$ cat src/rtl/flha_ram.sv
// Generic single-port-write, single-port-read RAM with registered read data.
module flha_ram #(
    parameter int WIDTH = 8,
    parameter int DEPTH = 16
) (
    input  logic                     i_clk,
    input  logic                     i_we,
    input  logic [$clog2(DEPTH)-1:0] i_waddr,
    input  logic [WIDTH-1:0]         i_wdata,
    input  logic [$clog2(DEPTH)-1:0] i_raddr,
    output logic [WIDTH-1:0]         o_rdata
);

    logic [WIDTH-1:0] r_mem [DEPTH];
    logic [WIDTH-1:0] r_rdata;

    // Write port and registered read port.
    always_ff @(posedge i_clk) begin
        if (i_we) begin
            r_mem[i_waddr] <= i_wdata;
        end
        r_rdata <= r_mem[i_raddr];
    end

    assign o_rdata = r_rdata;

endmodule

$ cat config.mk
export PLATFORM = sky130hd
export DESIGN_NAME = flha_ram
export DESIGN_NICKNAME = d
export VERILOG_FILES = /design/src/rtl/flha_ram.sv
export SDC_FILE = /design/constraint.sdc
export NUM_CORES = 1
export LEC_CHECK = 0
export ABC_AREA = 1
export BUFFER_PORTS_ARGS = -buffer_cell sky130_fd_sc_hd__buf_2
export CAP_MARGIN = 5
export CORE_MARGIN = 5
export CORE_UTILIZATION = 45
export CTS_BUF_LIST = sky130_fd_sc_hd__clkbuf_8
export CTS_CLUSTER_DIAMETER = 30
export DETAILED_ROUTE_END_ITERATION = 6
export GPL_ROUTABILITY_DRIVEN = 0
export GPL_TIMING_DRIVEN = 0
export PLACE_DENSITY_LB_ADDON = 0.1
export SETUP_SLACK_MARGIN = 0.2
export SKIP_CTS_REPAIR_TIMING = 1
export SKIP_LAST_GASP = 1
export SYNTH_ARGS = -nofsm -noshare
export SYNTH_HDL_FRONTEND = slang
export SYNTH_SLANG_ARGS = --single-unit
$ cat constraint.sdc
create_clock -name i_clk -period 1.31 [get_ports i_clk]
set_input_delay 0.393 -clock i_clk [delete_from_list [all_inputs] [get_ports i_clk]]
set_output_delay 0.393 -clock i_clk [all_outputs]
set_load 0.005 [all_outputs]
==> flow_summary.ini <==
[synthesis]
synth_area_leader_cell = sky130_fd_sc_hd__edfxtp_1
synth_cells = 551
post_synthesis_cell_type_count = 12
synthFlopType = sky130_fd_sc_hd__edfxtp_1
synth_enable_flop_cells = 128
yosysSeqAreaShare_pct = 69.43
ys_top_cells_by_count = sky130_fd_sc_hd__nand2_1, sky130_fd_sc_hd__edfxtp_1, sky130_fd_sc_hd__inv_1
asyncSetResetFlopFracSynth_pct = 0
netlist_area_um2 = 5767
synth.yosys.warnings = 0
post-synth-top-area-fraction_pct = 66.65
synth.most_common_cell = sky130_fd_sc_hd__nand2_1
synthesis.area_per_instance_um2 = 10.47
synth_nets = 569
synth_seq_cells = 136
ys_top_cells_by_area = sky130_fd_sc_hd__edfxtp_1, sky130_fd_sc_hd__nand2_1, sky130_fd_sc_hd__nand3_1, sky130_fd_sc_hd__inv_1, sky130_fd_sc_hd__dfxtp_1

[power_and_ir_drop]
peakVddDrop_uv = 892.9
power_leakage_uw = 0.002860
power.combinational.fraction_pct = 7.3
internal_power_uw = 7143
power.switching_uw = 2165
seq_power_share_pct = 52.4
netSwitchingFraction_pct = 23.26
clock_power_share_pct = 40.3
power.density_nw_per_um2 = 1382
power_uw = 9308

[clock_tree]
clkSinkCount = 136
htree_num_levels = 4
ctsLongestPathBuffers = 2
cts.clk_slew.worst_paths_ns = 0.08
insertion_delay_ns = 0.44
tritoncts = done
cts_made_buffers = 17
cts-root-buf = sky130_fd_sc_hd__clkbuf_8

[final_layout]
final_layout_size_suffix_gt1_share_pct = 17.43
antenna_cells_inserted = 0
nets = 613
area_delta_synth_final_pct = 16.81
finish.instance_area_um2 = 6736
fin_util_pct = 53.60

[placement]
port-buffer-count = 22
dpl_worst_slack_ns = -0.5216
place.detailed.hpwl_mm = 9.240
placed_area_um2 = 6207

[floorplanning]
die_area_um2 = 15180
design.core.area_um2 = 12570
die_height_um = 123.2
io_pins = 26
die_x_um = 123.2
initial_util_pct = 45.88
placementRows = 41

[sta]
clock.fmax_mhz = 791.7
final_hold_viol_count = 0
setup_total_negative_slack_ns = 0
post_layout_worst_setup_margin_ns = 0.04689
slew-limit-headroom_pct = 66.53
finalWorstPathRequiredPeriod_ns = 1.263
slew_violations = 0
period_share_pct = 96.42
rsz_0062_raised_after_global_routing = yes
worst_pin_slew_ns = 0.5015
setup_violations = 0
final_clock_skew_ns = 0.008678

[routing]
antenna_left = 0
drt_pre_antenna_iters = 5
detailroute.via_count = 3802
detail_route.wirelength_mm = 13.98
routedWlPerCell_um = 17.92
remaining_drc_errors = 0
drt_via_density = 4.874
dr.first_iter.drc_count = 303

[critical_path]
worstSetupEndpointType = register
timing.critical_path.slowest_stage_cell = sky130_fd_sc_hd__nor2_2
timing.setup.critical_path_class = input port to register
critical_path.startpoint_type = input port
critical_path.max_fanout = 8
worst_path_dominant_cell_family = simple AND/OR/NAND/NOR gates
timing.critical_path.buf_inv = 1
critPathMaxStageDelay_ns = 0.48
cells_along_the_critical_path = buf_2 -> nand3b_1 -> nor2_2
worst_ep_required_ns = 1.39
crit_arrival_ns = 1.34

[flow_run]
max_cap_viol_count = 0

[global_route]
grt_pass1_vias = 3584
grt_first_pass_wirelength_mm = 21.16
grt_max_degree = 17
globalRouteOverflowTotal = 0
grt_use_total_pct = 19.79
grt_antenna_before_repair = 0

[run_status]
outcome = completed

[worst_hold_path]
hp-class = input port to register
-- routing by layer --
layer / part of all wire [%] / global-route usage, % / routed length [um]
met2: 46 / 30.45 / 6464
met3: 5.7 / 4.575 / 799
met1: 46 / 27.19 / 6361
met4: 2.5 / 8.235 / 352
met5: 0 / 0 / 0
-- flip-flops by register name (all words and copies together), names as in the netlist --
name,cells
o_rdata,8
r_mem,128
-- through the flow --
step | cells | hold WS, ns
finish | 780 | 0.3639
global route | 780 | 0.3466
CTS | 777 | 0.3433
detailed placement | 745 | 0.6880
global placement | 745 | 0.6837
floorplan | 551 | 0.4919
-- logic make-up after synthesis --
logic type,after synthesis,synth area share [%]
buffers and inverters,126,9.525
AND/OR/NAND/NOR,289,21.05
flip-flops,136,69.43
-- power groups by stage --
stage	Sequential [uW]	Clock, uW	Combinational (uW)
floorplan	4980	0	369
global placement	4980	0	653
detailed placement	4980	0	663
CTS	4880	3790	665
global route	4890	4010	746
finish	4880	3750	681
-- cell type report --
cell class                 instances  area [um2]
buffer                            24       185.2
clock buffer                      17       234.0
clock inverter                    15       201.4
fill                            1107        5832
inverter                         102       385.4
multi-input combinational        289        1354
sequential                       136        4004
tap                              172       215.2
timing repair buffer              25       157.7
-- cell usage in the layout (no fill, tap or decap) --
cell type / n
sky130_fd_sc_hd__clkbuf_4: 2
sky130_fd_sc_hd__nand3b_1: 2
sky130_fd_sc_hd__nor2_2: 4
sky130_fd_sc_hd__dfxtp_1: 8
sky130_fd_sc_hd__nand3_2: 1
sky130_fd_sc_hd__buf_12: 2
sky130_fd_sc_hd__inv_6: 2
sky130_fd_sc_hd__buf_4: 8
sky130_fd_sc_hd__nand3_1: 95
sky130_fd_sc_hd__clkinvlp_4: 3
sky130_fd_sc_hd__nand2_4: 1
sky130_fd_sc_hd__clkbuf_8: 17
sky130_fd_sc_hd__edfxtp_1: 128
sky130_fd_sc_hd__bufinv_16: 4
sky130_fd_sc_hd__buf_2: 29
sky130_fd_sc_hd__inv_1: 99
sky130_fd_sc_hd__clkinv_4: 3
sky130_fd_sc_hd__nand2_2: 3
sky130_fd_sc_hd__nor2_4: 13
sky130_fd_sc_hd__clkinv_2: 3
sky130_fd_sc_hd__nand2_1: 169
sky130_fd_sc_hd__inv_4: 1
sky130_fd_sc_hd__buf_1: 1
sky130_fd_sc_hd__nand3_4: 1
sky130_fd_sc_hd__buf_6: 7
sky130_fd_sc_hd__inv_2: 2
-- worst paths after layout --
| kind | start | end | slack (ns) | cells past startpoint |
|---|---|---|---|---|
| max reg2reg | r_mem[9][1]$_DFFE_PP_ | o_rdata[1]$_DFF_P_ | 0.29 | 6 |
| max | i_waddr[2] | r_mem[10][0]$_DFFE_PP_ | 0.05 | 3 |
| min reg2reg | r_mem[7][2]$_DFFE_PP_ | o_rdata[2]$_DFF_P_ | 0.72 | 6 |
| min | i_wdata[4] | r_mem[12][4]$_DFFE_PP_ | 0.36 | 1 |
No activity file was read; power rests on OpenSTA's default activity.
